File: src/bbsf_pkg.sv
// Shared types, constants and helpers for the bounded byte stream FIFO.
// Depends on nothing; imported by every module of the block.
package bbsf_pkg;

	localparam int RING_DEPTH = 4096;
	localparam int PTR_W      = $clog2(RING_DEPTH);
	localparam int CNT_W      = $clog2(RING_DEPTH + 1);

	localparam int OP_W   = 2;
	localparam int BYTE_W = 8;
	localparam int LEN_W  = 16;
	localparam int CAP_W  = 13;
	localparam int STAT_W = 13;
	localparam int TOT_W  = 64;
	localparam int EXT_W  = (CNT_W > LEN_W) ? CNT_W : LEN_W;

	localparam int APB_DW = 32;
	localparam int APB_AW = 3;

	typedef logic [OP_W-1:0] op_t;
	localparam op_t OP_PUSH  = op_t'(0);
	localparam op_t OP_POP   = op_t'(1);
	localparam op_t OP_CLOSE = op_t'(2);
	localparam op_t OP_ERROR = op_t'(3);

	typedef logic [APB_AW-3:0] reg_idx_t;
	localparam reg_idx_t REG_CAPACITY = reg_idx_t'(0);

	localparam logic [CAP_W-1:0] CAP_RESET = CAP_W'(4096);

	typedef struct packed {
		logic              wr_en;
		logic [PTR_W-1:0]  wr_addr;
		logic [BYTE_W-1:0] wr_data;
		logic              rd_en;
		logic [PTR_W-1:0]  rd_addr;
	} ram_req_t;

	// Advance a ring position by at most RING_DEPTH entries.
	function automatic logic [PTR_W-1:0] ring_add(input logic [PTR_W-1:0] ptr,
			input logic [CNT_W-1:0] by);
		logic [CNT_W:0] sum;
		sum = {{(CNT_W + 1 - PTR_W){1'b0}}, ptr} + {1'b0, by};
		if (sum >= (CNT_W + 1)'(RING_DEPTH)) begin
			sum = sum - (CNT_W + 1)'(RING_DEPTH);
		end
		return sum[PTR_W-1:0];
	endfunction

endpackage

File: src/bbsf_cfg.sv
// APB-style configuration register for the byte FIFO: the capacity limit.
// Depends on bbsf_pkg.
module bbsf_cfg (
	input  logic                        clk,
	input  logic                        arst_n,
	input  logic                        psel,
	input  logic                        penable,
	input  logic                        pwrite,
	input  logic [bbsf_pkg::APB_AW-1:0] paddr,
	input  logic [bbsf_pkg::APB_DW-1:0] pwdata,
	output logic [bbsf_pkg::APB_DW-1:0] prdata,
	output logic                        pready,
	output logic [bbsf_pkg::CAP_W-1:0]  capacity
);
	import bbsf_pkg::*;

	logic [CAP_W-1:0] cap_q;
	reg_idx_t         reg_idx;

	assign reg_idx = paddr[APB_AW-1:2];
	assign pready  = 1'b1;

	always_ff @(posedge clk or negedge arst_n) begin
		if (!arst_n) begin
			cap_q <= CAP_RESET;
		end else if (psel && penable && pwrite && pready && reg_idx == REG_CAPACITY) begin
			cap_q <= pwdata[CAP_W-1:0];
		end
	end

	always_comb begin
		case (reg_idx)
			REG_CAPACITY: prdata = APB_DW'(cap_q);
			default:      prdata = '0;
		endcase
	end

	assign capacity = cap_q;

endmodule

File: config.mk
export PLATFORM = sky130hd
export DESIGN_NAME = bbsf_cfg
export DESIGN_NICKNAME = d
export VERILOG_FILES = /design/src/bbsf_pkg.sv /design/src/bbsf_cfg.sv
export SDC_FILE = /design/constraint.sdc
export NUM_CORES = 1
export LEC_CHECK = 0
export ABC_AREA = 0
export BUFFER_PORTS_ARGS = -buffer_cell sky130_fd_sc_hd__clkbuf_2
export CORE_MARGIN = 8
export CORE_UTILIZATION = 38
export CTS_BUF_LIST = sky130_fd_sc_hd__clkbuf_4 sky130_fd_sc_hd__clkbuf_8
export DETAILED_ROUTE_END_ITERATION = 8
export PLACE_DENSITY = 0.94
export SYNTH_ARGS = -nofsm -noshare
export SYNTH_HDL_FRONTEND = slang
export SYNTH_SLANG_ARGS = --single-unit
File: constraint.sdc
create_clock -name clk -period 1.3 [get_ports clk]
set_input_delay 0.13 -clock clk [delete_from_list [all_inputs] [get_ports clk]]
set_output_delay 0.13 -clock clk [all_outputs]
set_load 0.02 [all_outputs]
After elaboration in Yosys (flattened, before gate mapping)
Index checks and enable logic that the tools add are counted.
{ "word_totals": {"register_bits": 13, "in_bits": 40, "output_inout_bits": 46, "wordCells": 6} }
{ "classes": {"muxes": 1, "n_bitwise": 1, "reduce_logical": 3} }
{ "ops": {"columns": ["cell", "n"], "rows": [
  ["2-to-1 mux 13 bit", 1],
  ["logical AND 1 bit", 3],
  ["NOT 1 bit", 1]
]} }

Longest topological paths before layout
Gate-level depths: netlist of run 1.
{ "depth": {"depth_word": 3, "mapped_depth": 3, "depth_no_buf": 2} }

Worst setup path after synthesis of run 1
Ideal clock, no wire load.
{ "synth_path": {"kind": "register to output", "startpoint": "reg cap_q[11], in the netlist capacity[11]", "endpoint": "out prdata[11] in the netlist's numbering", "t_arrival_ns": 0.814, "setup_slack_ns": 0.356, "path_stages_with_launch": 2, "path_cell_list": "dfrtp_1 -> nor2b_1"} }
{ "synth_via": {"elab_chain_len": 1} }
{ "synth_rtl": {"columns": ["element", "line", "source"], "rows": [
  ["start, declared", "bbsf_cfg.sv:17", "logic [CAP_W-1:0] cap_q;"],
  ["start signal, assigned", "bbsf_cfg.sv:27", "cap_q <= pwdata[CAP_W-1:0];"],
  ["2-to-1 mux 13 bit", "bbsf_cfg.sv:32", "case (reg_idx)"],
  ["end, declared", "bbsf_cfg.sv:11", "output logic [bbsf_pkg::APB_DW-1:0] prdata,"]
]} }
Every way passes these cells.

Worst setup path in the final report of run 1
{ "layout_path": {"startpoint": "reg cap_q[12], in the netlist capacity[12]", "endpoint": "out prdata[12] in the netlist's numbering"} }
The elaborated chain is that of the path after synthesis.

==> impl_metrics.env, run 1 <==
export IMPL_die_w_um=61.7
export IMPL_hold_path_class="input port to flip-flop"
export IMPL_hold_viol=0
export IMPL_path_clk_slew_ps=80
export IMPL_syn_avg_cell_area_um2=12.4
export IMPL_ctsResizeCount=0
export IMPL_vdd_drop_max_mv=0.618
export IMPL_crit_path_max_fanout=3
export IMPL_holdBufCountCts=1
export IMPL_regArea_um2=327
export IMPL_placedInstanceArea_um2=971
export IMPL_rows=16
export IMPL_synth_warnings=0
export IMPL_tns_ps=0
export IMPL_drv_slew=0
export IMPL_h_tree_depth=1
export IMPL_grt_pass1_vias=611
export IMPL_stdcell_area_um2=1010
export IMPL_port_buffer_count=44
export IMPL_tritoncts="built"
export IMPL_clockBufferDepth=2
export IMPL_skew_ps=0
export IMPL_fin_crit_ps=1210
export IMPL_drt_pass1_iterations=2
export IMPL_largest_reg_flops=13
export IMPL_synth_cell_types=11
export IMPL_timing_final_crit_share=0.927
export IMPL_gp_routability_congestion=0.586
export IMPL_synth_common_cells="buf_4, dfrtp_1, mux2_4, nor2b_1"
export IMPL_finalNetCount=153
export IMPL_rsz0062_at_grt="no"
export IMPL_crit_type="flip-flop to output port"
export IMPL_n_antenna_cell=0
export IMPL_cap_violations=0
export IMPL_die_h_um=61.7
export IMPL_multi_input_area_um2=368
export IMPL_remaining_drc_errors=0
export IMPL_drt_iter0_markers=5
export IMPL_overflow=0
export IMPL_fillerInstances=211
export IMPL_cts_setup_buffers=0
export IMPL_synth_edf_count=0
export IMPL_synth_most_common_cell="buf_4"
export IMPL_fp_coreArea_um2=1960
export IMPL_critPathCaptureType="output port"
export IMPL_startpoint_type="flip-flop"
export IMPL_clock_latency_ps=260
export IMPL_cts_buffers=3
export IMPL_start_util=0.404
export IMPL_status="finished, final reports clean"
export IMPL_syn_inst=64
export IMPL_p_leak_nw=0.604
export IMPL_synth_area_um2=792
export IMPL_cts_sinks=13
export IMPL_viasPerCell=4.02
export IMPL_netlist_top_cells_area="dfrtp_1, buf_4, mux2_4, nor2b_1, mux2_2"
export IMPL_ys_ff_latch=13
export IMPL_layout_drive_gt1_share=0.589
export IMPL_areaGrowthSynthToFinish_pct=27.6
export IMPL_gr_usage_all_layers=0.0975
export IMPL_wl_per_cell_um=13.3
export IMPL_ant_nets=0
export IMPL_clock_fmax_mhz=829
export IMPL_vias=559
export IMPL_synth_largest_area_cell="dfrtp_1"
export IMPL_grt_max_degree=14
export IMPL_seq_area_frac_synth=0.412
export IMPL_synthArstFlopShare=1.00
export IMPL_synth_top_area_share=0.379
export IMPL_num_io_pins=86
export IMPL_grt_pass1_wl_um=2750
export IMPL_fp_dieArea_um2=3800
export IMPL_clockRootBuffer="clkbuf_4"
export IMPL_cellPowerDensity_nw_per_um2=1420
export IMPL_dpl_cell_count=134
export IMPL_synth_top_flop_cell="dfrtp_1"
export IMPL_hpwl_um=1550
export IMPL_critPathRequiredTime_ps=1170
export IMPL_antenna_found_initial=0
export IMPL_crit_arrival_ps=1080
export IMPL_finalSetupViolCount=0
export IMPL_drt_wl_total_um=1850
export IMPL_final_cells=139
-- stage by stage --
step | total power (W) | hold WS [ps] | setup slack [ps] | utilization
3_5_place_dp | 0.00119 | 44.1 | 303 | 0.495
3_3_place_gp | 0.00117 | 42.7 | 318 | 0.495
4_1_cts | 0.00147 | 75.7 | 72.6 | 0.515
6_report | 0.00144 | 84.6 | 94.3 | 0.515
2_1_floorplan | 0.00102 | -166 | 356 | -
5_1_grt | 0.00154 | 62.6 | 30.9 | 0.515
-- cells in the final DEF (no fill, tap or decap) --
cell type      netlist  layout
clkbuf_2             0      44
dfrtp_1             12      12
dlygate4sd3_1        0       1
nor2b_1             10      10
mux2_4              10      10
buf_4               20       3
dfstp_2              1       1
and2b_1              3       3
conb_1               2      20
nand4b_4             1       1
mux2_2               3       3
clkbuf_4             0       4
-- metal layers --
metal / vias to the layer above / track usage / routed length, µm
li1: 261 / - / -
met1: 258 / 0.103 / 617
met2: 40 / 0.165 / 937
met3: 0 / 0.0355 / 295
met4: 0 / 0.0487 / 0
met5: - / 0 / 0
-- cell type report --
class / count / area share
timing repair buffer: 48 / 0.250
sequential: 13 / 0.323
multi-input combinational: 47 / 0.364
clock buffer: 4 / 0.0297
tap: 27 / 0.0334
-- power breakdown --
group / leakage, nW / internal [W] / switching [W]
Combinational: 0.431 / 0.000257 / 0.000359
Sequential: 0.155 / 0.000499 / 0.0000630
Clock: 0.0184 / 0.000139 / 0.000124
-- critical path, cell delays in order, from the launching register on --
cell and delay, ps:
dfstp_2 540, and2b_1 110, clkbuf_2 160
-- kinds of logic (layout without fill, tap and decap cells) --
kind of cell	Yosys count	after routing	share of synthesized area
other cells	2	20	0.00948
flops	13	13	0.412
mux	13	13	0.232
simple gates	14	14	0.137
buf+inv	22	52	0.209
-- final timing paths --
kind                                     startpoint                  endpoint  slack [ps]  cells past startpoint
max in group asynchronous                    arst_n  capacity[12]$_DFFE_PN1P_         720                      2
max reg2reg                 capacity[3]$_DFFE_PN0P_   capacity[3]$_DFFE_PN0P_         510                      1
min reg2reg                 capacity[7]$_DFFE_PN0P_   capacity[7]$_DFFE_PN0P_         530                      1
max                        capacity[12]$_DFFE_PN1P_                prdata[12]          90                      2
min                                       pwdata[2]   capacity[2]$_DFFE_PN0P_          80                      2
min in group asynchronous                    arst_n   capacity[1]$_DFFE_PN0P_         280                      2
Power figures use the tool's default switching activity.
==> inputs of run 2 (changes only) <==
- clock period: 1.3 -> 1.4 ns (I/O delays scaled with it)
==> run 2 against run 1 <==
Sequential power is 7.1% lower. Non-clock buffer count is 2 lower. Utilization is 0.77 points lower.
==> impl_metrics.env, run 2 (synthesis results as in run 1) <==
export IMPL_h_tree_depth=1
export IMPL_seq_power_share=0.390
export IMPL_slowest_stage="dfstp_2"
export IMPL_n_antenna_cell=0
export IMPL_cap_violations=0
export IMPL_gr_usage_all_layers=0.0938
export IMPL_stdcell_area_um2=996
export IMPL_mostFrequentLayoutCell="clkbuf_2"
export IMPL_regArea_um2=327
export IMPL_antenna_found_initial=0
export IMPL_grt_pass1_vias=588
export IMPL_max_stage_delay_ps=540
export IMPL_fp_dieArea_um2=3800
export IMPL_drt_pass1_iterations=4
export IMPL_cellPowerDensity_nw_per_um2=1350
export IMPL_port_buffer_count=44
export IMPL_grt_pass1_wl_um=2640
export IMPL_multi_input_area_um2=368
export IMPL_cts_sinks=13
export IMPL_timing_final_crit_share=0.877
export IMPL_fillerInstances=194
export IMPL_switchingPower_w=0.000511
export IMPL_remaining_drc_errors=0
export IMPL_finalNetCount=151
export IMPL_finalSetupViolCount=0
export IMPL_vias=543
export IMPL_layout_drive_gt1_share=0.582
export IMPL_critPathRequiredTime_ps=1260
export IMPL_fp_coreArea_um2=1960
export IMPL_p_sw_frac=0.381
export IMPL_clockRootBuffer="clkbuf_4"
export IMPL_status="finished, final reports clean"
export IMPL_cts_setup_buffers=0
export IMPL_start_util=0.404
export IMPL_mostFrequentLayoutCells="clkbuf_2, conb_1, dfrtp_1, nor2b_1, mux2_4"
export IMPL_areaGrowthSynthToFinish_pct=25.8
export IMPL_p_leak_nw=0.596
export IMPL_drt_wl_total_um=1840
export IMPL_rsz0062_at_grt="no"
export IMPL_vdd_drop_max_mv=0.564
export IMPL_skew_ps=0
export IMPL_critPathCaptureType="output port"
export IMPL_clock_fmax_mhz=815
export IMPL_drt_iter0_markers=7
export IMPL_crit_path_max_fanout=3
export IMPL_path_cells="and2b_1 > clkbuf_2"
export IMPL_p_clk_frac=0.186
export IMPL_gp_routability_congestion=0.586
export IMPL_hold_start="pwdata[11]"
export IMPL_drv_slew=0
export IMPL_tns_ps=0
export IMPL_hpwl_um=1490
export IMPL_wl_per_cell_um=13.4
export IMPL_crit_arrival_ps=1090
export IMPL_hold_path_class="input port to flip-flop"
export IMPL_placedInstanceArea_um2=956
export IMPL_r2r_start="capacity[3]$_DFFE_PN0P_"
export IMPL_fin_crit_ps=1230
export IMPL_cts_buffers=3
export IMPL_num_io_pins=86
export IMPL_largest_reg_flops=13
export IMPL_viasPerCell=3.96
export IMPL_hold_viol=0
export IMPL_clockBufferDepth=2
export IMPL_power_frac_comb=0.424
export IMPL_grt_max_degree=14
export IMPL_startpoint_type="flip-flop"
export IMPL_cp_startpoint="capacity[12]$_DFFE_PN1P_"
export IMPL_overflow=0
export IMPL_ant_nets=0
export IMPL_die_w_um=61.7
export IMPL_internal_power_w=0.000830
export IMPL_rows=16
export IMPL_tritoncts="built"
export IMPL_crit_type="flip-flop to output port"
export IMPL_postLayoutCoreUtil=0.508
export IMPL_clock_latency_ps=270
export IMPL_die_h_um=61.7
export IMPL_path_clk_slew_ps=80
run 2: changes by cell type in the layout (fill, tap and decap cells not counted):
cell | before | now
buf_4 | 3 | 1
run 2: final timing paths:
| path | to | slack (ps) | cells past startpoint |
|---|---|---|---|
| setup / recovery | prdata[12] | 170 | 2 |
| hold / removal | capacity[11]$_DFFE_PN0P_ | 90 | 2 |
| setup reg to reg | capacity[3]$_DFFE_PN0P_ | 600 | 1 |
| hold reg to reg | capacity[7]$_DFFE_PN0P_ | 530 | 1 |
| max in group asynchronous | capacity[12]$_DFFE_PN1P_ | 800 | 2 |
| min in group asynchronous | capacity[1]$_DFFE_PN0P_ | 300 | 2 |
run 2: stage by stage:
step,setup slack (ps),hold WS (ps),instances,power [W]
after CTS,155,86.6,137,0.00136
after global placement,278,52.7,132,0.00109
after floorplan,446,-156,82,0.000946
after detailed placement,263,54.1,132,0.00110
after global routing,121,73.7,137,0.00143
final,173,94.3,137,0.00134
run 2: worst max-delay path, delay by kind of cell (launching register included):
family,cells,cell delay [ps]
flip-flops,1,540
AND/OR/NAND/NOR,1,120
buffers and inverters,1,160
run 2: area by class of cell:
type                       count  area share
clock buffer                   4      0.0302
sequential                    13       0.328
tap                           27      0.0339
timing repair buffer          46       0.239
multi-input combinational     47       0.369
run 2: power by group through the flow:
stage	registers [W]	clock network [W]	logic, W
global route	0.000534	0.000285	0.000608
detailed placement	0.000529	0	0.000573
global placement	0.000523	0	0.000566
floorplan	0.000626	0	0.000319
CTS	0.000522	0.000263	0.000578
finish	0.000522	0.000249	0.000569
run 2: timing repair:
item / CTS / global route
resized for setup: 0 / 0
endpoints found under the hold margin: 12 / 0
hold buffers: 1 / 0
run 2: routing by layer:
| layer | track usage | part of all wire | vias up |
|---|---|---|---|
| met4 | 0.0487 | 0 | 0 |
| met3 | 0.0376 | 0.16 | 0 |
| met5 | 0 | 0 | - |
| met1 | 0.0989 | 0.36 | 244 |
| li1 | - | - | 259 |
| met2 | 0.157 | 0.48 | 40 |
==> inputs of run 3 (changes only) <==
- CORE_UTILIZATION: 38 -> 32
- PLACE_DENSITY: 0.94 -> 0.85
- clock period: 1.4 -> 1 ns (I/O delays scaled with it)
==> run 3 against run 2 <==
The flow now finishes with violations (negative setup slack). First-iteration DRC count increased by 71%. Critical path type unchanged. Sequential share of layout area decreased by 6.6 points. Sequential cell count unchanged. Wire length increased by 25%. Global-route usage decreased by 0.069 points. Worst hold slack got worse by 40 ps. Critical path depth unchanged.
==> impl_metrics.env, run 3 (synthesis results as in run 1) <==
export IMPL_grt_pass1_vias=705
export IMPL_port_buffer_count=44
export IMPL_timing_final_crit_share=1.17
export IMPL_critPathCaptureType="output port"
export IMPL_start_util=0.329
export IMPL_setup_slack_ps=-173
export IMPL_clockBufferDepth=2
export IMPL_internal_power_w=0.00146
export IMPL_p_leak_nw=0.708
export IMPL_crit_path_max_fanout=2
export IMPL_status="finished with violations"
export IMPL_path_clk_slew_ps=70
export IMPL_p_clk_frac=0.153
export IMPL_hold_viol=0
export IMPL_fin_crit_ps=1170
export IMPL_vdd_drop_max_mv=1.25
export IMPL_grt_max_degree=14
export IMPL_n_antenna_cell=0
export IMPL_violations="negative setup slack"
export IMPL_startpoint_type="flip-flop"
export IMPL_crit_type="flip-flop to output port"
export IMPL_remaining_drc_errors=0
export IMPL_largest_reg_flops=13
export IMPL_mostFrequentLayoutCells="clkbuf_2, conb_1, buf_6, dfrtp_1, mux2_4"
export IMPL_drt_iter0_markers=12
export IMPL_clockRootBuffer="clkbuf_4"
export IMPL_fillerInstances=202
export IMPL_dpl_cell_count=136
export IMPL_cap_violations=0
export IMPL_fp_coreArea_um2=2410
export IMPL_hpwl_um=1670
export IMPL_cts_buffers=3
export IMPL_finalSetupViolCount=20
export IMPL_viasPerCell=4.04
export IMPL_h_tree_depth=1
export IMPL_fp_dieArea_um2=4320
export IMPL_finalNetCount=162
export IMPL_drt_pass1_iterations=2
export IMPL_gp_routability_congestion=0.688
export IMPL_seq_power_share=0.325
export IMPL_wl_per_cell_um=15.2
export IMPL_grt_pass1_wl_um=3130
export IMPL_power_frac_comb=0.523
export IMPL_cts_sinks=13
export IMPL_p_sw_frac=0.354
export IMPL_drt_wl_total_um=2300
export IMPL_rows=18
export IMPL_overflow=0
export IMPL_areaGrowthSynthToFinish_pct=57.5
export IMPL_clock_fmax_mhz=852
export IMPL_postLayoutCoreUtil=0.518
export IMPL_layout_drive_gt1_share=0.661
export IMPL_cellPowerDensity_nw_per_um2=1810
export IMPL_skew_ps=0
export IMPL_tritoncts="built"
export IMPL_die_h_um=65.8
export IMPL_die_w_um=65.8
export IMPL_drv_slew=0
export IMPL_ant_nets=0
export IMPL_rsz0062_at_grt="yes"
export IMPL_num_io_pins=86
export IMPL_antenna_found_initial=0
export IMPL_slowest_stage="dfstp_2"
export IMPL_hold_path_class="input port to flip-flop"
export IMPL_crit_arrival_ps=1070
export IMPL_mostFrequentLayoutCell="clkbuf_2"
export IMPL_vias=610
export IMPL_switchingPower_w=0.000797
export IMPL_final_cells=151
export IMPL_critPathRequiredTime_ps=900
export IMPL_clock_latency_ps=270
export IMPL_max_stage_delay_ps=530
export IMPL_gr_usage_all_layers=0.0931
export IMPL_dp_slack_ps=17.3
export IMPL_path_cells="and2b_1 > clkbuf_8"
==> run 3: cell count changes in the layout (fill, tap and decap cells not counted) <==
cell / delta
nor2b_2: +2
clkbuf_8: +4
buf_4: +7
buf_2: +3
clkbuf_2: -19
buf_8: +1
buf_6: +14
nor2b_4: +3
nor2b_1: -5
buf_12: +1
==> run 3: power by group through the flow <==
stage / Sequential (W) / Clock (W) / Combinational, W
floorplan: 0.000877 / 0 / 0.000447
global placement: 0.000733 / 0 / 0.000799
detailed placement: 0.000741 / 0 / 0.000817
CTS: 0.000723 / 0.000352 / 0.000971
global route: 0.000747 / 0.000387 / 0.00124
finish: 0.000732 / 0.000345 / 0.00118
==> run 3: final timing paths <==
kind                                                from                        to  slack (ps)  cells past startpoint
max in group asynchronous                         arst_n  capacity[12]$_DFFE_PN1P_         450                      2
worst min-delay path                          pwdata[11]  capacity[11]$_DFFE_PN0P_          50                      2
worst max-delay path            capacity[12]$_DFFE_PN1P_                prdata[12]        -170                      2
min in group asynchronous                         arst_n   capacity[4]$_DFFE_PN0P_         260                      2
worst min register to register   capacity[8]$_DFFE_PN0P_   capacity[8]$_DFFE_PN0P_         530                      1
worst max register to register   capacity[1]$_DFFE_PN0P_   capacity[1]$_DFFE_PN0P_           0                      3
==> run 3: layout make-up <==
class	count	area, µm²	area share
repair buffers	57	458	0.367
flip-flops and latches	13	327	0.262
clock buffers	4	30.0	0.0241
well taps	30	37.5	0.0301
multi-input cells	47	395	0.317
==> run 3: metal layers <==
layer / track usage / vias to the layer above / part of all wire
met1: 0.0838 / 285 / 0.33
met3: 0.0442 / 2 / 0.14
li1: - / 279 / -
met5: 0 / - / 0
met4: 0.0409 / 0 / 0.0017
met2: 0.172 / 44 / 0.53
==> run 3: stage by stage <==
stage,power [W],instance area (µm²),hold WS (ps),TNS [ps]
floorplan,0.00132,860,-196,0
global placement,0.00153,980,-1.27,0
detailed placement,0.00156,980,9.17,0
CTS,0.00205,1120,50.1,-1300
global route,0.00238,1250,39.8,-1880
finish,0.00225,1250,54.0,-1070
==> run 3: repair_timing <==
action	in CTS	in global routing
gates cloned	0	0
buffers inserted	6	4
endpoints found under the hold margin	13	0
resized for setup	14	44
hold buffers	1	0
endpoints found under the setup margin	14	19
==> run 3: worst max-delay path, delay by kind of cell, from the launching register on <==
kind	cells	cell delay, ps
buffers and inverters	1	140
AND/OR/NAND/NOR	1	130
flip-flops	1	530
