**config.mk**
```make
export PLATFORM = sky130hd
export DESIGN_NAME = bbsf_core
export DESIGN_NICKNAME = d
export VERILOG_FILES = /design/src/bbsf_pkg.sv /design/src/bbsf_core.sv
export SDC_FILE = /design/constraint.sdc
export NUM_CORES = 1
export LEC_CHECK = 0
export BUFFER_PORTS_ARGS = -buffer_cell sky130_fd_sc_hd__buf_4
export CORE_MARGIN = 2
export CORE_UTILIZATION = 41
export CTS_CLUSTER_SIZE = 10
export DETAILED_ROUTE_END_ITERATION = 8
export PLACE_DENSITY = 0.66
export REMOVE_ABC_BUFFERS = 1
export SLEW_MARGIN = 15
export SYNTH_ARGS = -nofsm -noshare
export SYNTH_HDL_FRONTEND = slang
export SYNTH_SLANG_ARGS = --single-unit
```
**constraint.sdc**
```tcl
create_clock -name clk -period 4.12 [get_ports clk]
set_input_delay 0 -clock clk [delete_from_list [all_inputs] [get_ports clk]]
set_output_delay 0 -clock clk [all_outputs]
set_load 0.01 [all_outputs]
```
**src/bbsf_pkg.sv**
```systemverilog
// Shared types, constants and helpers for the bounded byte stream FIFO.
// Depends on nothing; imported by every module of the block.
package bbsf_pkg;

	localparam int RING_DEPTH = 4096;
	localparam int PTR_W      = $clog2(RING_DEPTH);
	localparam int CNT_W      = $clog2(RING_DEPTH + 1);

	localparam int OP_W   = 2;
	localparam int BYTE_W = 8;
	localparam int LEN_W  = 16;
	localparam int CAP_W  = 13;
	localparam int STAT_W = 13;
	localparam int TOT_W  = 64;
	localparam int EXT_W  = (CNT_W > LEN_W) ? CNT_W : LEN_W;

	localparam int APB_DW = 32;
	localparam int APB_AW = 3;

	typedef logic [OP_W-1:0] op_t;
	localparam op_t OP_PUSH  = op_t'(0);
	localparam op_t OP_POP   = op_t'(1);
	localparam op_t OP_CLOSE = op_t'(2);
	localparam op_t OP_ERROR = op_t'(3);

	typedef logic [APB_AW-3:0] reg_idx_t;
	localparam reg_idx_t REG_CAPACITY = reg_idx_t'(0);

	localparam logic [CAP_W-1:0] CAP_RESET = CAP_W'(4096);

	typedef struct packed {
		logic              wr_en;
		logic [PTR_W-1:0]  wr_addr;
		logic [BYTE_W-1:0] wr_data;
		logic              rd_en;
		logic [PTR_W-1:0]  rd_addr;
	} ram_req_t;

	// Advance a ring position by at most RING_DEPTH entries.
	function automatic logic [PTR_W-1:0] ring_add(input logic [PTR_W-1:0] ptr,
			input logic [CNT_W-1:0] by);
		logic [CNT_W:0] sum;
		sum = {{(CNT_W + 1 - PTR_W){1'b0}}, ptr} + {1'b0, by};
		if (sum >= (CNT_W + 1)'(RING_DEPTH)) begin
			sum = sum - (CNT_W + 1)'(RING_DEPTH);
		end
		return sum[PTR_W-1:0];
	endfunction

endpackage

```
**src/bbsf_core.sv**
```systemverilog
// Stream state, counters and result register of the byte FIFO.
// Depends on bbsf_pkg; drives the ring through a ram_req_t request.
module bbsf_core (
	input  logic                        clk,
	input  logic                        arst_n,
	input  logic [bbsf_pkg::CAP_W-1:0]  capacity,
	input  logic                        in_valid,
	output logic                        in_ready,
	input  logic [bbsf_pkg::OP_W-1:0]   op,
	input  logic [bbsf_pkg::BYTE_W-1:0] data_byte,
	input  logic [bbsf_pkg::LEN_W-1:0]  pop_length,
	output bbsf_pkg::ram_req_t          ram_req,
	input  logic [bbsf_pkg::BYTE_W-1:0] ram_rd_data,
	output logic                        out_valid,
	input  logic                        out_ready,
	output logic                        accepted,
	output logic [bbsf_pkg::BYTE_W-1:0] next_byte,
	output logic                        next_valid,
	output logic [bbsf_pkg::STAT_W-1:0] buffered_count,
	output logic [bbsf_pkg::STAT_W-1:0] space_left,
	output logic [bbsf_pkg::TOT_W-1:0]  total_pushed,
	output logic [bbsf_pkg::TOT_W-1:0]  total_popped,
	output logic                        closed,
	output logic                        finished,
	output logic                        error
);
	import bbsf_pkg::*;

	logic [CNT_W-1:0]  count_q;
	logic [PTR_W-1:0]  rd_ptr_q;
	logic [PTR_W-1:0]  wr_ptr_q;
	logic [TOT_W-1:0]  pushed_q;
	logic [TOT_W-1:0]  popped_q;
	logic              closed_q;
	logic              error_q;
	logic              out_valid_q;
	logic              accepted_q;
	logic              byp_q;
	logic [BYTE_W-1:0] byp_byte_q;

	logic              in_fire;
	logic [EXT_W-1:0]  cap_ext;
	logic [CNT_W-1:0]  eff_cap;
	logic              push_ok;
	logic [CNT_W-1:0]  take;
	logic [CNT_W-1:0]  count_n;
	logic [PTR_W-1:0]  rd_ptr_n;
	logic [PTR_W-1:0]  wr_ptr_n;

	assign in_ready = !out_valid_q || out_ready;
	assign in_fire  = in_valid && in_ready;

	// Clamp the programmed capacity to the ring depth.
	assign cap_ext = EXT_W'(capacity);
	assign eff_cap = (cap_ext > EXT_W'(RING_DEPTH)) ? CNT_W'(RING_DEPTH) : CNT_W'(capacity);

	always_comb begin
		push_ok = 1'b0;
		take    = '0;
		case (op)
			OP_PUSH: begin
				push_ok = !closed_q && (count_q < eff_cap);
			end
			OP_POP: begin
				take = (EXT_W'(pop_length) < EXT_W'(count_q)) ? CNT_W'(pop_length) : count_q;
			end
			default: begin
			end
		endcase
	end

	assign count_n  = count_q + CNT_W'(push_ok) - take;
	assign rd_ptr_n = ring_add(rd_ptr_q, take);
	assign wr_ptr_n = ring_add(wr_ptr_q, CNT_W'(push_ok));

	// Read the head after this item; an empty ring gets the pushed byte by bypass.
	always_comb begin
		ram_req.wr_en   = in_fire && push_ok;
		ram_req.wr_addr = wr_ptr_q;
		ram_req.wr_data = data_byte;
		ram_req.rd_en   = in_fire;
		ram_req.rd_addr = rd_ptr_n;
	end

	always_ff @(posedge clk or negedge arst_n) begin
		if (!arst_n) begin
			count_q     <= '0;
			rd_ptr_q    <= '0;
			wr_ptr_q    <= '0;
			pushed_q    <= '0;
			popped_q    <= '0;
			closed_q    <= 1'b0;
			error_q     <= 1'b0;
			out_valid_q <= 1'b0;
			accepted_q  <= 1'b0;
			byp_q       <= 1'b0;
		end else begin
			if (in_fire) begin
				count_q     <= count_n;
				rd_ptr_q    <= rd_ptr_n;
				wr_ptr_q    <= wr_ptr_n;
				pushed_q    <= pushed_q + TOT_W'(push_ok);
				popped_q    <= popped_q + TOT_W'(take);
				closed_q    <= closed_q || (op == OP_CLOSE);
				error_q     <= error_q || (op == OP_ERROR);
				out_valid_q <= 1'b1;
				accepted_q  <= push_ok;
				byp_q       <= push_ok && (count_q == '0);
			end else if (out_ready) begin
				out_valid_q <= 1'b0;
			end
		end
	end

	always_ff @(posedge clk) begin
		if (in_fire) begin
			byp_byte_q <= data_byte;
		end
	end

	assign out_valid      = out_valid_q;
	assign accepted       = accepted_q;
	assign next_valid     = (count_q != '0);
	assign next_byte      = next_valid ? (byp_q ? byp_byte_q : ram_rd_data) : '0;
	assign buffered_count = STAT_W'(count_q);
	assign space_left     = (eff_cap > count_q) ? STAT_W'(eff_cap - count_q) : '0;
	assign total_pushed   = pushed_q;
	assign total_popped   = popped_q;
	assign closed         = closed_q;
	assign finished       = closed_q && (count_q == '0);
	assign error          = error_q;

	a_count_bound: assert property (@(posedge clk) disable iff (!arst_n)
		count_q <= CNT_W'(RING_DEPTH))
		else $error("held count exceeds ring depth");

	a_count_match: assert property (@(posedge clk) disable iff (!arst_n)
		count_q == CNT_W'(pushed_q - popped_q))
		else $error("held count disagrees with byte counters");

	a_ptr_match: assert property (@(posedge clk) disable iff (!arst_n)
		wr_ptr_q == ring_add(rd_ptr_q, count_q))
		else $error("write pointer disagrees with read pointer and count");

	a_push_step: assert property (@(posedge clk) disable iff (!arst_n)
		in_fire && push_ok |=> pushed_q == $past(pushed_q) + TOT_W'(1))
		else $error("stored push did not advance pushed counter");

	a_idle_hold: assert property (@(posedge clk) disable iff (!arst_n)
		!in_fire |=> $stable(pushed_q) && $stable(popped_q) && $stable(rd_ptr_q))
		else $error("stream state changed without an item");

endmodule

```
# After elaboration in Yosys (flattened, before gate mapping)
# Index checks and enable logic that the tools add are counted.
[word_totals]
reg_bits = 178
elab_cells = 54
output_inout_bits = 203
inputBits = 51
[op_classes]
reduce_logical = 14
n_eq_ne = 3
muxes = 11
add_sub_neg = 9
n_lt_le_gt_ge = 6
[op_table]
columns = ["op", "n"]
rows = [
  ["$add 64x1->64", 1],
  ["$add 64x13->64", 1],
  ["$mux 13", 4],
  ["$sub 13x13->13", 2],
  ["$mux 12", 2],
  ["$sub 12x1->12 const B", 2],
  ["$lt 16x13->1", 1],
  ["$mux 8", 2],
  ["$add 12x13->14", 1],
  ["$ge 14x13->1 const B", 1],
  ["$add 12x1->13", 1],
  ["$add 13x1->13", 1],
  ["$ge 13x13->1 const B", 1],
  ["$gt 13x13->1", 1],
  ["$gt 13x13->1 const B", 1],
  ["$logic_not 13->1", 1],
  ["$lt 13x13->1", 1],
  ["$reduce_bool 13->1", 1],
  ["$logic_and 1x1->1", 5],
  ["$eq 2x2->1 const B", 2],
  ["$logic_or 1x1->1", 3],
  ["$mux 1", 3],
  ["$eq 2x1->1 const B", 1],
  ["$logic_not 1->1", 2],
  ["2 further kinds", 2],
]

# Logic depth before layout (Yosys ltp)
# Gate-level depths: netlist of run 1.
[logic_depth]
depth_word = 8
mapped_depth = 24
mapped_depth_nobuf = 21

# Worst setup path after synthesis of run 1
# Ideal clock, no wire load.
[synth_timing]
kind = "register to register"
from = "register count_q[1] (netlist: buffered_count[1])"
to = "register count_q[12] (netlist: buffered_count[12])"
setup_slack_ps = -333
t_arrival_ps = 4322
n_path_buf = 1
synth_period_minus_slack_ps = 4453
setup_time_ps = 132
required_ps = 3988
stages_incl_launch_ff = 23
path_cell_list = "dfrtp_1 > inv_1 > ha_1 > nor2b_1 > o21a_1 > o211ai_1 > and2_1 > o21a_1 > a211o_1 > clkbuf_1 > or2_2 > ha_1 > inv_1 > ha_1 > inv_1 > fa_1 > nor2b_1 > o31a_1 > o41a_1 > a221o_1 > a31oi_1 > xnor2_1 > o21ai_1"
[synth_between]
elab_chain_cells = 5
elab_cells_between_ends = 8
cone_classes = "2 x add/sub; 2 x order compare; 3 x mux; 1 x reduce/logical"
[synth_lines]
columns = ["element", "line_no", "text"]
rows = [
  ["from (decl)", "bbsf_core.sv:29", "logic [CNT_W-1:0] count_q;"],
  ["from (signal assigned)", "bbsf_core.sv:99", "count_q <= count_n;"],
  ["$lt 13x13->1", "bbsf_core.sv:62", "push_ok = !closed_q && (count_q < eff_cap);"],
  ["$logic_and 1x1->1", "bbsf_core.sv:62", ""],
  ["$mux 1", "bbsf_core.sv:60", "case (op)"],
  ["$add 13x1->13", "bbsf_core.sv:72", "assign count_n = count_q + CNT_W'(push_ok) - take;"],
  ["$sub 13x13->13 *", "bbsf_core.sv:72", ""],
]
# Mark *: on every way between the ends. The rest lies on a longest branch, timed or not.
# A chain may end at the register's enable or synchronous reset.

==> impl_metrics.tcl, run 1 <==
set metrics [dict create \
    grt_start_max_net_pins 86 \
    holdPathStages 6 \
    cp_top_family "compound AO/OA/AOI/OAI gates" \
    power_uw 8380 \
    gp_congestion 0.903 \
    diodes 0 \
    min_path_type "input port to register" \
    final_area_mm2 0.0158 \
    clk_pin_slew_worst_paths_ns 0.07 \
    clock-sinks 178 \
    violations "negative setup slack" \
    dpl_cell_area_mm2 0.0140 \
    synthArstFlopShare_pct 95.5 \
    die_area_mm2 0.0285 \
    outcome "finished with violations" \
    startpoint_type "register" \
    synth-simple-area-share_pct 21.6 \
    grt_pass1_vias 9480 \
    hold_start "pop_length[12]" \
    dp_hpwl_um 23000 \
    yosys.area.top_type "dfrtp_1" \
    ant_nets 0 \
    antenna_found_initial 0 \
    drive_gt1_share_pct 35.4 \
    drt_iter0_markers 570 \
    ys_seq_area_share_pct 40.4 \
    start_util_pct 41.5 \
    synthAdderAreaFrac_pct 9.49 \
    grt_pass1_wl_um 49200 \
    ctsHtreeMaxLevel 4 \
    synthTopCellsByArea "dfrtp_1, ha_1, xnor2_1, nand2_1, xor2_1" \
    worst_slack_ns -0.206 \
    rows 60 \
    synth_xor_area_share_pct 11.8 \
    clk_latency_ns 0.43 \
    multi_input_area_mm2 0.00696 \
    fmax_ghz 0.231 \
    yosys_warnings 0 \
    skew_ns 0.0127 \
    tightest_slew_ns 0.779 \
    syn_area_mm2 0.0111 \
    max_stage_delay_ns 0.41 \
    die_h_um 169 \
    ys_ff_latch 178 \
    drt-wirelength-per-cell_um 16.6 \
    cts_tree "built" \
    cts_buffers 17 \
    die_w_um 169 \
    ff2ff_path_depth 21 \
    hold_viol 0 \
    powerDensity_mw_per_mm2 531 \
    rsz0062_at_grt "yes" \
    drc 0 \
    critPathKind "register to primary output" \
    io_pins 254 \
    setup_viol 11 \
    drt-vias-per-instance 5.23 \
    grt_usage_pct 21.3 \
    crit_top_cell "buf_6" \
    root_buffer "clkbuf_16" \
    yosysTopAreaCellShare_pct 38.2 \
    syn_inst 1173 \
    path_max_fanout 4 \
    grt-ovfl-total 0 \
    num_vias 9946 \
    timing.max_slew.rel_slack_pct 47.7 \
    maxSlewViolCount 0 \
    drv_cap 0 \
    power.leakage_uw 0.00773 \
    synth_area_per_cell_um2 9.48 \
    clock_path_buffers 2 \
    pre_cts_ws_ns -0.297 \
    crit_slowest_cell "dfrtp_1" \
    final.period_utilization_pct 105 \
    required_ns 4.12 \
    synth_compound_area_share_pct 10.8 \
    synth_top_family_by_area "simple AND/OR/NAND/NOR gates" \
    timing.final.crit_period_ns 4.33 \
    nNetsFinal 1681 \
    synthMuxAreaShare_pct 2.20 \
    peakVddDrop_v 0.000329 \
    crit_chain "inv_2 -> buf_6 -> ha_4 -> a2111oi_4 -> o31ai_2 -> a21o_1 -> buf_6 -> mux2i_1 -> nand2b_4 -> buf_6 -> inv_4 -> ha_4 -> a211o_1 -> a2111oi_4 -> buf_4 -> o311a_4 -> nor2_2 -> xor2_1 -> xnor2_1 -> buf_4" \
    min_to "buffered_count[12]" \
    finalSetupTns_ns -0.884 \
    fill_cells 2314 \
    cp.arrival_ns 4.33 \
    regArea_mm2 0.00449 \
    crit_path_end_kind "primary output" \
    wirelength_um 31600 \
    synth_edf_count 8 \
    syn2layout_area_growth_pct 41.8 \
    io_buffers 253 \
    yosysUniqueCellTypes 69 \
    hold-worst-slack_ns 0.172 \
    ys.flop_type "dfrtp_1" \
    cp.buffers_inverters 7 \
    core_mm2 0.0268 \
    first_pass_iters 5 \
    timing.rr.end "buffered_count[12]" \
    r2r_slack_ns -0.14 \
    worstReg2RegStart "buffered_count[1]" \
]
[worst max path at each step]
stage                 startpoint                 end  cells past startpoint
2_1_floorplan  buffered_count[1]  buffered_count[12]                     21
4_1_cts        buffered_count[9]         ram_req[11]                     19
5_1_grt        buffered_count[6]         ram_req[11]                     19
3_5_place_dp   buffered_count[1]   buffered_count[9]                     20
6_report       buffered_count[1]         ram_req[11]                     20
3_3_place_gp   buffered_count[1]   buffered_count[9]                     20
[sequential cells by signal (all words and copies together) (netlist names)]
name,flops
accepted,1
error,1
total_popped,64
rd_ptr_q,12
buffered_count,13
wr_ptr_q,12
byp_byte_q,8
byp_q,1
total_pushed,64
closed,1
out_valid,1
[cells in the final DEF (no fill, tap or decap), drive strengths merged, types with 11 or more instances in the layout]
| master | synthesis | final |
|---|---|---|
| nand3 | 53 | 53 |
| nor2b | 20 | 20 |
| xnor2 | 95 | 95 |
| inv | 59 | 61 |
| a21oi | 36 | 36 |
| clkinv | 0 | 11 |
| nor3 | 31 | 31 |
| o21ai | 37 | 37 |
| buf | 20 | 379 |
| nor4 | 12 | 12 |
| nand2b | 18 | 18 |
| a21o | 20 | 20 |
| and3 | 20 | 20 |
| o21a | 17 | 17 |
| clkbuf | 17 | 18 |
| dlygate4sd3 | 0 | 14 |
| nor2 | 85 | 85 |
| dfrtp | 170 | 170 |
| xor2 | 55 | 55 |
| ha | 78 | 78 |
| mux2i | 20 | 20 |
| nand2 | 140 | 140 |
| nand4 | 37 | 37 |
[worst reg2reg max path: cells and delay by family, from the launching register on]
kind	cells	cell delay, ns
buf+inv	3	0.14
simple gates	4	0.62
fa+ha+maj	4	0.90
flops	1	0.39
compound gates	9	1.95
xor+xnor	1	0.14
[per-stage QoR]
stage	std cells	util [%]
after floorplan	1136	-
after global placement	1820	52.1
after detailed placement	1820	52.1
after CTS	1875	56.0
after global routing	1902	58.8
final	1902	58.8
[Yosys cell counts (all sizes together), types with 3 or more instances]
cell type  count
nor4b          4
o21bai         6
a21o          20
nor2b         20
and2          10
ha            78
dfrtp        170
nand2b        18
nor2          85
o21ai         37
inv           59
and4           9
a211oi         8
a31oi          7
a211o          3
xnor2         95
mux2i         20
buf           20
a21boi         3
fa             4
or4b           3
nand2        140
or2            3
mux2           4
nand3b         3
a21oi         36
xor2          55
edfxtp         8
nor3          31
o2111ai        6
and3          20
nand4         37
a2111oi        4
clkbuf        17
or3            5
o211ai         8
o31ai         10
nor3b          8
nor4          12
o21a          17
nand3         53
[final cells by class]
class / count / share of cell area [%]
clock buffer: 18 / 2.78
clock inverter: 14 / 1.09
inverter: 59 / 1.42
multi-input combinational: 899 / 44.1
sequential: 178 / 28.5
tap: 341 / 2.71
timing repair buffer: 393 / 19.4
[cells by family after synthesis]
kind of cell,Yosys count
and+or+nand+nor,465
DFF,178
adders and majority gates,82
AOI/OAI and AO/OA,178
xor gates and xnor gates,150
muxes,24
buffers and inverters,96
[power breakdown]
group | switching [µW] | total (µW) | internal, µW | leakage, µW
logic | 2310 | 4580 | 2270 | 0.00509
clock network | 821 | 1650 | 834 | 0.000291
registers | 177 | 2140 | 1960 | 0.00234
total | 3310 | 8380 | 5070 | 0.00773
[what timing repair did]
action | in CTS | in global routing
gates resized for setup | 57 | 113
endpoints found under the hold margin | 94 | 0
pin swaps | 21 | 58
setup endpoints to repair | 77 | 99
setup buffers | 9 | 29
hold buffers | 14 | 0
cloned | 0 | 1
[metal layers]
layer  vias up  part of all wire [%]  wire length (µm)  global-route usage [%]
met1      4805                    46             14500                    29.5
met4         0                   1.3               413                    4.80
met3        28                   4.4              1380                    3.27
met2       231                    48             15300                    35.3
met5         -                     0                 0                       0
li1       4882                     -                 -                       -
(Power assumes the default switching activity.)
==> run 2: changes to the inputs <==
--- a/config.mk
+++ b/config.mk
@@ -10,8 +10,6 @@
 export CORE_UTILIZATION = 41
 export CTS_CLUSTER_SIZE = 10
 export DETAILED_ROUTE_END_ITERATION = 8
-export PLACE_DENSITY = 0.66
-export REMOVE_ABC_BUFFERS = 1
 export SLEW_MARGIN = 15
 export SYNTH_ARGS = -nofsm -noshare
 export SYNTH_HDL_FRONTEND = slang
==> constraint.sdc (replaced) <==
create_clock -name clk -period 4.7 [get_ports clk]
set_input_delay 0 -clock clk [delete_from_list [all_inputs] [get_ports clk]]
set_output_delay 0 -clock clk [all_outputs]
set_load 0.01 [all_outputs]
==> impl_metrics.tcl, run 2 (synthesis results as in run 1) <==
set metrics [dict create \
    combPwrFrac_pct 49.3 \
    ctsHtreeMaxLevel 4 \
    core_mm2 0.0268 \
    ant_nets 0 \
    die_w_um 169 \
    final.period_utilization_pct 95.5 \
    drive_gt1_share_pct 25.7 \
    path_max_fanout 4 \
    grt_start_max_net_pins 70 \
    rsz0062_at_grt "yes" \
    io_buffers 253 \
    setup_viol 0 \
    cts_buffers 17 \
    grt_pass1_wl_um 48000 \
    worstReg2RegStart "buffered_count[1]" \
    fill_cells 2451 \
    die_h_um 169 \
    powerDensity_mw_per_mm2 458 \
    fmax_ghz 0.223 \
    rows 60 \
    clk_pin_slew_worst_paths_ns 0.08 \
    final_area_mm2 0.0144 \
    hold_viol 0 \
    drt-wirelength-per-cell_um 16.4 \
    first_pass_iters 5 \
    dp.cells 1758 \
    root_buffer "clkbuf_16" \
    grt_pass1_vias 9282 \
    drt_iter0_markers 458 \
    start_util_pct 41.5 \
    nNetsFinal 1597 \
    dpl_cell_area_mm2 0.0135 \
    diodes 0 \
    clkPwrFrac_pct 21.9 \
    clock-sinks 178 \
    drc 0 \
    startpoint "buffered_count[1]" \
    crit_path_end_kind "register" \
    clk_latency_ns 0.44 \
    syn_nets 1306 \
    finalNonFillerCells 1818 \
    skew_ns 0.0209 \
    timing.final.crit_period_ns 4.49 \
    num_vias 9477 \
    power.share.sequential_pct 28.8 \
    drt-vias-per-instance 5.21 \
    clock_path_buffers 2 \
    min_path_type "input port to asynchronous set/reset pin" \
    power_uw 6610 \
    peakVddDrop_v 0.000204 \
    cp.arrival_ns 4.76 \
    drv_cap 0 \
    power.leakage_uw 0.00716 \
    multi_input_area_mm2 0.00632 \
    grt_usage_pct 20.9 \
    die_area_mm2 0.0285 \
    pre_cts_ws_ns 0.0234 \
    gp_congestion 0.850 \
    outcome "complete, no violations" \
    p_int_uw 3980 \
    mostFrequentLayoutCells "buf_4, dfrtp_1, nand2_1" \
    cts_tree "built" \
    grt-ovfl-total 0 \
    regArea_mm2 0.00450 \
    io_pins 254 \
    dp_hpwl_um 22400 \
    tightest_slew_ns 0.827 \
    antenna_found_initial 0 \
    startpoint_type "register" \
    syn2layout_area_growth_pct 29.8 \
    critPathKind "register to register" \
    switching_share_pct 39.7 \
    required_ns 4.98 \
    timing.max_slew.rel_slack_pct 44.4 \
    maxSlewViolCount 0 \
    wirelength_um 29800 \
    worst_slack_ns 0.213 \
    netSwitchingPower_uw 2630 \
    layout_commonest_cell "buf_4" \
]
run 2: cell count changes in the layout (fill, tap and decap cells not counted), moves of 10 or more:
cell and change:
a21oi_1 +16, a21oi_2 -12, buf_4 -70, buf_6 -13, ha_1 +12, ha_4 -12
nor2_1 +10
run 2: what timing repair did:
item | 4_1_cts | 5_1_grt
endpoints found under the setup margin | 3 | 49
resized for setup | 2 | 31
pin swaps | 0 | 12
hold buffers | 14 | 0
hold endpoints to repair | 79 | 0
buffers inserted | 0 | 14
run 2: layout make-up:
cell class              instances  area share (%)
clock buffers                  18            2.97
clock inverters                14            1.14
inverters                      59            1.53
multi-input cells             899            43.8
flip-flops and latches        178            31.2
well taps                     341            2.96
repair buffers                309            16.4
run 2: per-layer routing:
layer | global-route usage [%] | vias up | wire length [µm]
met5 | 0 | - | 0
met4 | 5.85 | 0 | 539
met3 | 4.16 | 31 | 1600
met2 | 33.6 | 235 | 13800
met1 | 28.8 | 4507 | 13900
li1 | - | 4704 | -
run 2: power by group through the flow:
stage,logic [µW],clock network (µW),registers (µW)
after global placement,3060,0,1930
after CTS,3120,1470,1900
after global routing,3630,1540,1930
final,3260,1440,1900
after detailed placement,3100,0,1930
after floorplan,1950,0,1960
run 2: critical path, cell delays in order, from the launching register on:
cell and delay, ns:
dfrtp_1 0.38, inv_2 0.07, ha_1 0.29, nor2b_2 0.14
o21a_1 0.15, o211ai_1 0.10, and2_4 0.17, o21a_1 0.19
a211o_1 0.32, or2_4 0.26, ha_1 0.28, inv_1 0.05
ha_2 0.18, inv_2 0.07, fa_2 0.21, nor2b_1 0.05
o31a_1 0.27, o41a_1 0.42, a221o_1 0.36, a31oi_1 0.17
xnor2_1 0.14, o21ai_1 0.08
run 2: metrics by stage:
step	TNS (ns)	hold WS [ns]	utilization, %
floorplan	0	-0.296	-
global placement	0	0.0523	50.3
detailed placement	0	0.0418	50.3
CTS	0	0.180	53.0
global route	-0.230	0.212	53.9
finish	0	0.157	53.9
run 2: path summary, 6_finish.rpt:
path	end	slack, ns	cells past startpoint
setup / recovery	buffered_count[12]	0.21	21
hold / removal	closed	0.16	2
setup reg to reg	buffered_count[12]	0.21	21
hold reg to reg	wr_ptr_q[11]	0.47	1
max in group asynchronous	buffered_count[0]	3.29	3
min in group clk	total_popped[0]	0.19	6
